## src/design/isa_pkg.sv

```systemverilog
package isa_pkg;

    // Field widths fixed by the request and result word formats
    localparam int OpW    = 4;
    localparam int PosW   = 7;
    localparam int WordW  = 32;
    localparam int StatW  = 2;
    localparam int CountW = 7;

    // Request opcodes; codes above OP_CLEAR are ignored and answer with a miss
    typedef enum logic [OpW-1:0] {
        OP_APPEND   = 4'd0,
        OP_PREPEND  = 4'd1,
        OP_POP_TAIL = 4'd2,
        OP_POP_HEAD = 4'd3,
        OP_INSERT   = 4'd4,
        OP_REMOVE   = 4'd5,
        OP_READ     = 4'd6,
        OP_WRITE    = 4'd7,
        OP_CLEAR    = 4'd8
    } t_opcode;

    // Result status codes
    typedef enum logic [StatW-1:0] {
        STAT_WORD = 2'd0,
        STAT_DONE = 2'd1,
        STAT_MISS = 2'd2,
        STAT_FULL = 2'd3
    } t_status;

    // What the sequencer has to do for one request
    typedef enum logic [2:0] {
        K_NOW,       // answer at once, nothing changes
        K_CLEAR,     // drop all words
        K_PUT_TAIL,  // store at index fill
        K_READ,      // read one slot
        K_WRITE_IN,  // read one slot, then overwrite it
        K_INSERT,    // shift the tail right, then store
        K_REMOVE     // take one slot, shift the tail left
    } t_kind;

    typedef struct packed {
        t_kind   kind;
        t_status status;
    } t_plan;

    // Sequencer states
    typedef enum logic [2:0] {
        S_IDLE,
        S_READ,
        S_SHR,
        S_PUT,
        S_SHL
    } t_state;

    typedef struct packed {
        logic [OpW-1:0]   opcode;
        logic [PosW-1:0]  position;
        logic [WordW-1:0] value;
    } t_req;

    typedef struct packed {
        logic [StatW-1:0]  status;
        logic [WordW-1:0]  word_out;
        logic [CountW-1:0] held_count;
    } t_rsp;

endpackage

```

## src/design/isa_decode.sv

```systemverilog
module isa_decode #(
    parameter int CAPACITY = 64
) (
    input  isa_pkg::t_req                       i_req,
    input  logic [$clog2(CAPACITY+1)-1:0]       i_fill,
    output isa_pkg::t_plan                      o_plan,
    output logic [$clog2(CAPACITY)-1:0]         o_at
);
    import isa_pkg::*;

    localparam int AW = $clog2(CAPACITY);
    localparam int CW = $clog2(CAPACITY + 1);
    localparam int XW = (CW > PosW) ? CW : PosW;

    logic [XW-1:0] pos_x;
    logic [XW-1:0] fill_x;
    logic          full;
    logic          empty;
    logic [AW-1:0] pos_a;
    logic [AW-1:0] last_a;

    // Common compare width for position against fill
    assign pos_x  = XW'(i_req.position);
    assign fill_x = XW'(i_fill);
    assign full   = (fill_x == XW'(CAPACITY));
    assign empty  = (i_fill == '0);
    assign pos_a  = pos_x[AW-1:0];
    assign last_a = AW'(i_fill - CW'(1));

    // Classify the request; range check before full check
    always_comb begin
        o_plan.kind   = K_NOW;
        o_plan.status = STAT_MISS;
        o_at          = pos_a;
        case (i_req.opcode)
            OP_APPEND: begin
                if (full) begin
                    o_plan.status = STAT_FULL;
                end else begin
                    o_plan.kind = K_PUT_TAIL;
                end
            end
            OP_PREPEND: begin
                o_at = '0;
                if (full) begin
                    o_plan.status = STAT_FULL;
                end else if (empty) begin
                    o_plan.kind = K_PUT_TAIL;
                end else begin
                    o_plan.kind = K_INSERT;
                end
            end
            OP_POP_TAIL: begin
                o_at = last_a;
                if (!empty) begin
                    o_plan.kind = K_REMOVE;
                end
            end
            OP_POP_HEAD: begin
                o_at = '0;
                if (!empty) begin
                    o_plan.kind = K_REMOVE;
                end
            end
            OP_INSERT: begin
                if (pos_x > fill_x) begin
                    o_plan.status = STAT_MISS;
                end else if (full) begin
                    o_plan.status = STAT_FULL;
                end else if (pos_x == fill_x) begin
                    o_plan.kind = K_PUT_TAIL;
                end else begin
                    o_plan.kind = K_INSERT;
                end
            end
            OP_REMOVE: begin
                if (pos_x < fill_x) begin
                    o_plan.kind = K_REMOVE;
                end
            end
            OP_READ: begin
                if (pos_x < fill_x) begin
                    o_plan.kind = K_READ;
                end
            end
            OP_WRITE: begin
                if (pos_x < fill_x) begin
                    o_plan.kind = K_WRITE_IN;
                end else if (pos_x == fill_x) begin
                    if (full) begin
                        o_plan.status = STAT_FULL;
                    end else begin
                        o_plan.kind = K_PUT_TAIL;
                    end
                end
            end
            OP_CLEAR: begin
                o_plan.kind = K_CLEAR;
            end
            default: begin
                o_plan.kind   = K_NOW;
                o_plan.status = STAT_MISS;
            end
        endcase
    end

endmodule

```

## src/design/isa_seq.sv

```systemverilog
module isa_seq #(
    parameter int CAPACITY = 64
) (
    input  logic                              i_clk,
    input  logic                              i_rst_n,
    input  logic                              i_go,
    input  isa_pkg::t_plan                    i_plan,
    input  logic [$clog2(CAPACITY)-1:0]       i_at,
    input  logic [isa_pkg::WordW-1:0]         i_value,
    output logic [$clog2(CAPACITY+1)-1:0]     o_fill,
    output logic                              o_busy,
    output logic                              o_fin,
    output isa_pkg::t_rsp                     o_rsp
);
    import isa_pkg::*;

    localparam int AW = $clog2(CAPACITY);
    localparam int CW = $clog2(CAPACITY + 1);
    localparam int XW = (CW > CountW) ? CW : CountW;

    // Word store: one write port, one registered read port
    logic [WordW-1:0] r_slots [CAPACITY];
    logic [WordW-1:0] r_rdata;

    t_state           r_state, n_state;
    logic [CW-1:0]    r_fill, n_fill;
    logic [AW-1:0]    r_idx, n_idx;
    logic [AW-1:0]    r_at, n_at;
    logic [AW-1:0]    r_last, n_last;
    logic [WordW-1:0] r_val, n_val;
    logic [WordW-1:0] r_word, n_word;
    logic             r_wr, n_wr;

    logic             we;
    logic [AW-1:0]    waddr;
    logic [WordW-1:0] wdata;
    logic [AW-1:0]    raddr;
    logic [XW-1:0]    cnt_x;

    always_ff @(posedge i_clk) begin
        if (we) begin
            r_slots[waddr] <= wdata;
        end
        r_rdata <= r_slots[raddr];
    end

    // Control state
    always_ff @(posedge i_clk) begin
        if (!i_rst_n) begin
            r_state <= S_IDLE;
            r_fill  <= '0;
        end else begin
            r_state <= n_state;
            r_fill  <= n_fill;
        end
    end

    // Working registers
    always_ff @(posedge i_clk) begin
        r_idx  <= n_idx;
        r_at   <= n_at;
        r_last <= n_last;
        r_val  <= n_val;
        r_word <= n_word;
        r_wr   <= n_wr;
    end

    assign cnt_x = XW'(n_fill);

    // Sequencer: the index counter walks one slot per cycle
    always_comb begin
        n_state = r_state;
        n_fill  = r_fill;
        n_idx   = r_idx;
        n_at    = r_at;
        n_last  = r_last;
        n_val   = r_val;
        n_word  = r_word;
        n_wr    = r_wr;
        we      = 1'b0;
        waddr   = r_at;
        wdata   = r_val;
        raddr   = r_idx;
        o_fin   = 1'b0;
        o_rsp.status   = STAT_DONE;
        o_rsp.word_out = '0;
        case (r_state)
            S_IDLE: begin
                if (i_go) begin
                    n_at   = i_at;
                    n_val  = i_value;
                    n_last = AW'(r_fill - CW'(1));
                    case (i_plan.kind)
                        K_NOW: begin
                            o_fin        = 1'b1;
                            o_rsp.status = i_plan.status;
                        end
                        K_CLEAR: begin
                            n_fill = '0;
                            o_fin  = 1'b1;
                        end
                        K_PUT_TAIL: begin
                            we     = 1'b1;
                            waddr  = AW'(r_fill);
                            wdata  = i_value;
                            n_fill = r_fill + CW'(1);
                            o_fin  = 1'b1;
                        end
                        K_READ, K_WRITE_IN: begin
                            raddr   = i_at;
                            n_wr    = (i_plan.kind == K_WRITE_IN);
                            n_state = S_READ;
                        end
                        K_INSERT: begin
                            raddr   = AW'(r_fill - CW'(1));
                            n_idx   = AW'(r_fill - CW'(1));
                            n_state = S_SHR;
                        end
                        K_REMOVE: begin
                            raddr   = i_at;
                            n_idx   = i_at;
                            n_state = S_SHL;
                        end
                        default: begin
                            o_fin        = 1'b1;
                            o_rsp.status = STAT_MISS;
                        end
                    endcase
                end
            end
            S_READ: begin
                we             = r_wr;
                waddr          = r_at;
                wdata          = r_val;
                o_fin          = 1'b1;
                o_rsp.status   = STAT_WORD;
                o_rsp.word_out = r_rdata;
                n_state        = S_IDLE;
            end
            S_SHR: begin
                // Move slot idx up by one, walking down toward the insert point
                we    = 1'b1;
                waddr = r_idx + AW'(1);
                wdata = r_rdata;
                if (r_idx == r_at) begin
                    n_state = S_PUT;
                end else begin
                    raddr = r_idx - AW'(1);
                    n_idx = r_idx - AW'(1);
                end
            end
            S_PUT: begin
                we      = 1'b1;
                waddr   = r_at;
                wdata   = r_val;
                n_fill  = r_fill + CW'(1);
                o_fin   = 1'b1;
                n_state = S_IDLE;
            end
            S_SHL: begin
                // First slot is the taken word; later slots move down by one
                if (r_idx == r_at) begin
                    n_word = r_rdata;
                end else begin
                    we    = 1'b1;
                    waddr = r_idx - AW'(1);
                    wdata = r_rdata;
                end
                if (r_idx == r_last) begin
                    n_fill         = r_fill - CW'(1);
                    o_fin          = 1'b1;
                    o_rsp.status   = STAT_WORD;
                    o_rsp.word_out = (r_idx == r_at) ? r_rdata : r_word;
                    n_state        = S_IDLE;
                end else begin
                    raddr = r_idx + AW'(1);
                    n_idx = r_idx + AW'(1);
                end
            end
            default: begin
                n_state = S_IDLE;
            end
        endcase
        o_rsp.held_count = cnt_x[CountW-1:0];
    end

    assign o_fill = r_fill;
    assign o_busy = (r_state != S_IDLE);

endmodule

```

## src/design/indexed_shift_array.sv

```systemverilog
// Ordered word array of up to CAPACITY words kept packed from index 0, held in
// a RAM with one write port and one registered read port. A request is taken
// when start is high and busy is low; its result shows on o_rsp for one cycle
// with o_done, and there is no way to hold it off. Append, prepend to an empty
// array, insert or write at the tail, clear and any refused or missed request
// finish in the cycle they are taken (busy stays low, result in the next cycle).
// Read and in-place write pass a read state; pop tail is a remove at the last
// word. Insert at p below fill shifts words fill-1 down to p up one, then stores;
// remove at p takes that word and shifts the rest down one (pop head and
// prepend to non-empty use p = 0); the RAM read and write ports move one word per cycle.
module indexed_shift_array #(
    parameter int CAPACITY = 64
) (
    input  logic           i_clk,
    input  logic           i_rst_n,
    input  logic           start,
    output logic           busy,
    input  isa_pkg::t_req  i_req,
    output logic           o_done,
    output isa_pkg::t_rsp  o_rsp
);
    import isa_pkg::*;

    localparam int AW = $clog2(CAPACITY);
    localparam int CW = $clog2(CAPACITY + 1);

    t_plan         plan;
    logic [AW-1:0] at;
    logic [CW-1:0] fill;
    logic          seq_busy;
    logic          go;
    logic          fin;
    t_rsp          fin_rsp;
    logic          r_done;
    t_rsp          r_rsp;

    assign go = start && !seq_busy;

    isa_decode #(.CAPACITY(CAPACITY)) u_decode (
        .i_req  (i_req),
        .i_fill (fill),
        .o_plan (plan),
        .o_at   (at)
    );

    isa_seq #(.CAPACITY(CAPACITY)) u_seq (
        .i_clk   (i_clk),
        .i_rst_n (i_rst_n),
        .i_go    (go),
        .i_plan  (plan),
        .i_at    (at),
        .i_value (i_req.value),
        .o_fill  (fill),
        .o_busy  (seq_busy),
        .o_fin   (fin),
        .o_rsp   (fin_rsp)
    );

    // Result register
    always_ff @(posedge i_clk) begin
        if (!i_rst_n) begin
            r_done <= 1'b0;
        end else begin
            r_done <= fin;
        end
    end

    always_ff @(posedge i_clk) begin
        if (fin) begin
            r_rsp <= fin_rsp;
        end
    end

    assign busy   = seq_busy;
    assign o_done = r_done;
    assign o_rsp  = r_rsp;

endmodule

```

## config.mk

```make
export PLATFORM = sky130hd
export DESIGN_NAME = indexed_shift_array
export DESIGN_NICKNAME = d
export VERILOG_FILES = /design/src/design/isa_pkg.sv /design/src/design/isa_decode.sv /design/src/design/isa_seq.sv /design/src/design/indexed_shift_array.sv
export SDC_FILE = /design/constraint.sdc
export NUM_CORES = 2
export LEC_CHECK = 0
export BUFFER_PORTS_ARGS = -buffer_cell sky130_fd_sc_hd__buf_2
export CAP_MARGIN = 25
export CORE_ASPECT_RATIO = 1.5
export CORE_UTILIZATION = 32
export DETAILED_ROUTE_END_ITERATION = 6
export PLACE_DENSITY_LB_ADDON = 0.05
export REMOVE_ABC_BUFFERS = 1
export SLEW_MARGIN = 20
export SYNTH_ARGS = -nofsm -noshare
export SYNTH_HDL_FRONTEND = slang
export SYNTH_HIERARCHICAL = 1
export SYNTH_SLANG_ARGS = --single-unit
```

## constraint.sdc

```tcl
create_clock -name i_clk -period 6.5 [get_ports i_clk]
set_clock_uncertainty 0.15 [all_clocks]
set_input_delay 0 -clock i_clk [delete_from_list [all_inputs] [get_ports i_clk]]
set_output_delay 0 -clock i_clk [all_outputs]
set_load 0.005 [all_outputs]
```

Word-level counts from Yosys, hierarchy flattened. Memory sizes are Yosys's and may differ from the RTL's. A register that Yosys moved wholly into a read port is not among the register bits. Cells that the tools add are included.

Add/subtract/negate cells: 4. Magnitude comparators: 2. Eq/ne operators: 27. Multiplexer cells: 58. Reductions and logical operators: 21.

Operator list (count): $mux W32 (4); $pmux W32 S3 (1); $pmux W32 S2 (1); $pmux W6 S3 (3); $mux W6 (7); $pmux W6 S2 (3); $mux W3 (11); $mux W33 (1); $pmux W3 S8 (1); $pmux W7 S3 (1); $pmux W3 S3 (2); $eq A4 B3 Y1 const B (4); $mux W7 (2); $pmux W7 S2 (1); $eq A3 B2 Y1 const B (4); $eq A3 B3 Y1 const B (4); $eq A6 B6 Y1 (2); $pmux W2 S3 (2); $reduce_or A2 Y1 (6); $mux W2 (5); $mux W1 (9); $eq A4 B2 Y1 const B (2); $add A7 B1 Y7 const B (1); $eq A7 B7 Y1 (1); other kinds (29) (34).

Register bits: 135. Memory bits (writable): 2048. Input port bits: 46. Output and inout port bits: 43. Word-level logic and storage cells: 125. Memories: 1.

Memory list: u_seq.r_slots (words 64, width 32, rd ports 1, clocked after memory_dff 1, wr ports 1, line isa_seq.sv:22) `logic [WordW-1:0] r_slots [CAPACITY];`.

Longest topological paths before layout.
Depth in word-level cells: 11. Mapped depth: 23. Gate-level depth less buffers: 17.

Modules after synthesis. The synthesis kept the hierarchy.

Modules (own cells, without submodules): isa_seq (instances 1, cells each 6233, area each 86729.4 sq um, seq. area each 64832.2 sq um); indexed_shift_array (instances 1, cells each 44, area each 1271.2 sq um, seq. area each 1251.2 sq um); isa_decode (instances 1, cells each 98, area each 649.4 sq um, seq. area each 0.0 sq um).

Worst setup path after synthesis. Ideal clock, no wire load.

Path type: flip-flop to flip-flop. From: reg u_seq.r_fill[6], in the netlist u_seq/o_fill[6]. To: mem u_seq.r_slots[11][0], enable pin. Library setup time: 0.421 ns. Data arrival time: 5.045 ns. Required time: 5.929 ns. Path slack: 0.884 ns. Stages on the path, launching flop included: 18. Path buffers: 2. Period minus slack after synthesis: 5.616 ns. Cells stage by stage: dfxtp_1 > inv_1 > ha_1 > nand4_1 > a21oi_2 > a2111oi_4 > nand2_1 > o31ai_1 > clkbuf_1 > nor2_1 > nand2_1 > nor2_1 > clkbuf_1 > a222oi_1 > nand2_1 > nor2_1 > nand3_1 > nor2_1.

RTL lines: from (decl) (line isa_seq.sv:26) `logic [CW-1:0] r_fill, n_fill;`; from (signal assigned) (line isa_seq.sv:54) `r_fill <= n_fill;`; to (decl) (line isa_seq.sv:22).

==> results.md <==
* Final Cycle Share at 0.977
* Final setup viols at 0
* Critical path type: reg -> reg
* Non-Filler Instances at 10.8k
* Post-detail-place hpwl at 237 mm
* Synth top area share at 0.736
* Final RePlAce weighted congestion at 0.906
* Startpoint types: flop
* Minimum clock period at 6350 ps
* Critical path endpoint category: flop
* Post-Synthesis Cell Area at 88,700 um^2
* Drt initial violations at 6,195
* Worst Setup SP: u_seq/o_fill[6]
* Worst hold path class: in -> reg
* CP max FO at 40
* Fill count at 26.2k
* I/O pin count at 89
* GRT overflow at 0
* Pleak at 35.6 nW
* Power Density at 318 nW/um^2
* Clock buffer depth at 4
* Worst R2R End: u_seq/r_rdata[17]
* CTS tree: built
* R2r worst-path depth at 19
* Site row count at 236
* Tot Pwr at 33.5 mW
* Die X at 432 um
* Peak VDD IR at 0.227 mV
* GRT Util Overall at 0.263
* Mapped Cells at 6,375
* Commonest non-fill, non-tap cells in the layout: 2,172 x edfxtp_1, 1,374 x nand2_1, 524 x nand3_1
* Net Sw Power at 9.09 mW
* Post-synthesis sequential area ratio at 0.745
* CP arrival at 6980 ps
* Sw Share at 0.271
* Routed wire length at 374 mm
* Rel. slew slack at 0.223
* Final ANT Viol Nets at 0
* Clk pwr share at 0.382
* Worst setup path end: u_seq/r_rdata[17]
* Antenna violations before repair at 38
* Final Net Count at 6,907
* Worst endpoint required time at 7130 ps
* Number of synthesized flops with an enable pin at 2,172
* Fin. Hold Viols at 0
* Vias after detailed routing at 58.7k
* FFs w/ async S/R, synth at 0
* Combinational Power Share at 0.124
* Synth warnings at 6
* Drt first pass iters at 6
* Commonest non-fill, non-tap cell in the layout: edfxtp_1
* R2R Setup Slk at 150 ps
* Worst r2r src: u_seq/o_fill[6]
* Fmax at 157 MHz
* Syn_area_per_cell at 13.9 um^2
* MaxCap Viol Count at 0
* Placed cells at 10.2k
* Sum Neg Setup Slack at 0 ps
* CTS HTree Levels at 4
* Vias in the first global route at 57.0k
* Root Buffer Master: clkbuf_16
* Area contributors post-synth: edfxtp_1 74%, nand2_1 5.8%, nand3_1 3.0%, mux2i_1 2.6%, a211oi_1 1.2%
* Total die area at 279,000 um^2
* Slew Limit Fails at 0
* Worst hold start: i_req[41]
* Primary FF master, synth: edfxtp_1
* Avg Vias per Cell at 5.45
* Layout cell share with drive strength beyond 1 at 0.149
* Worst Max-Slew Pin Slew at 1170 ps
* Chip Height at 647 um
* Initial core utilization at 0.322
* Netlist cell types at 89
* Yosys reg bits at 2,215
* Drt wl/cell at 34.7 um
* Internal power at 24.4 mW
* CTS Buf Count at 230
* Status: completed
* Global-route wire length before repair at 505 mm
* IO buf count at 88
* Hold Path Depth at 7
* Num Clock Sinks at 2,215
* Sequential share of power at 0.493
* Area grow syn2layout at 19.0%
* Number of remaining DRC errors at 0
* CORE AREA at 275,000 um^2
* Leading area contributor after synthesis: edfxtp_1
* Largest net degree at the start of global routing at 86
* Clk Latency, worst-skew pair at 910 ps
* Clock Pin Slew Worst Setup and Hold Paths at 60 ps
[sequential cells by signal, summed over array words and instances, names as in the netlist]
register       count
o_done             1
o_rsp             41
u_seq/o_fill       7
u_seq/r_at         6
u_seq/r_idx        6
u_seq/r_last       6
u_seq/r_rdata     32
u_seq/r_slots   2048
u_seq/r_state      3
u_seq/r_val       32
u_seq/r_word      32
u_seq/r_wr         1
[kinds of logic after synthesis]
logic type | after synthesis | share of synthesized area
and+or+nand+nor | 2426 | 0.121
adders and majority gates | 13 | 0.00183
DFF | 2215 | 0.745
xor gates and xnor gates | 32 | 0.00316
buffers and inverters | 494 | 0.0242
muxes | 234 | 0.0264
AOI/OAI and AO/OA | 960 | 0.0781
other | 1 | 0.0000423
[through the flow]
stage               cell area, um^2  utilization  hold WS, ps  setup slack [ps]
floorplan                     86700            -        -51.1            -16370
finish                       105000        0.383         74.4               149
global route                 105000        0.383         82.5              -146
CTS                          105000        0.381         41.8              5.28
detailed placement            97300        0.353         53.0              -359
global placement              97200        0.353         48.9              -420
[worst max-delay path, stage by stage, from the launching register on]
cell	delay (ps)
dfxtp_1	330
inv_1	80
ha_1	350
nand4_1	180
a21oi_2	70
a2111oi_4	430
nand2_1	180
o31ai_1	290
buf_4	250
and3b_2	280
o21a_1	210
o21ai_1	120
a22o_1	370
nor2_4	390
clkbuf_16	360
buf_4	310
mux2i_1	110
a22oi_1	350
nand3_1	730
or3_1	620
[final cells by class]
cell class	instances	area [um^2]	area share
multi-input cells	3666	21100	0.200
clock inverters	105	853	0.00809
diodes	72	180	0.00171
clock buffers	294	6090	0.0577
repair buffers	672	6270	0.0595
well taps	3689	4620	0.0438
inverters	63	244	0.00231
flip-flops and latches	2215	66100	0.627
[cells in the mapped netlist, types with 7 or more instances]
cell / instances
nand3_1: 528
or3_1: 25
xor2_1: 7
nor3_1: 33
o221ai_1: 7
a22oi_1: 94
buf_2: 177
a222oi_1: 43
a221oi_1: 43
a22o_1: 33
o21ai_0: 102
a32oi_1: 29
nor2_2: 8
ha_1: 13
o21ai_1: 8
a311oi_1: 63
a211oi_1: 141
inv_1: 62
buf_6: 7
xnor2_1: 25
nand4_1: 80
edfxtp_1: 2172
nand2_1: 1375
clkbuf_1: 174
nor2b_1: 8
o22ai_1: 23
or4_1: 10
and3_1: 144
nor2_1: 167
and2_1: 13
dfxtp_1: 43
a31oi_1: 141
buf_1: 68
mux2i_1: 233
o211ai_1: 22
a21oi_1: 136
[layer usage]
| metal | wire [um] | GRT usage | up-vias |
|---|---|---|---|
| li1 | - | - | 25300 |
| met5 | 25 | 0 | - |
| met2 | 188000 | 0.458 | 1931 |
| met4 | 15800 | 0.104 | 4 |
| met3 | 18600 | 0.0312 | 476 |
| met1 | 152000 | 0.330 | 31000 |
[worst min-delay path by stage]
stage	to	slack, ps
finish	o_rsp[40]	70
detailed placement	u_seq/r_val[25]	50
CTS	u_seq/r_slots[46][21]	40
global placement	u_seq/r_val[4]	50
global route	u_seq/r_slots[46][21]	80
floorplan	u_seq/r_val[0]	-50
[timing repair]
item,CTS,global route
pin swaps,2,7
hold endpoints to repair,323,0
gates cloned,0,1
gates resized for setup,6,8
setup endpoints to repair,5,14
hold buffers,83,0
setup buffers,2,14
[power by group through the flow]
| stage | clock network, mW | registers, mW | logic (mW) |
|---|---|---|---|
| 2_1_floorplan | 0 | 16.6 | 2.20 |
| 3_3_place_gp | 0 | 16.8 | 4.08 |
| 3_5_place_dp | 0 | 16.8 | 4.10 |
| 4_1_cts | 13.1 | 16.5 | 4.16 |
| 5_1_grt | 13.5 | 16.5 | 4.34 |
| 6_report | 12.8 | 16.5 | 4.17 |
Power figures use the tool's default switching activity.
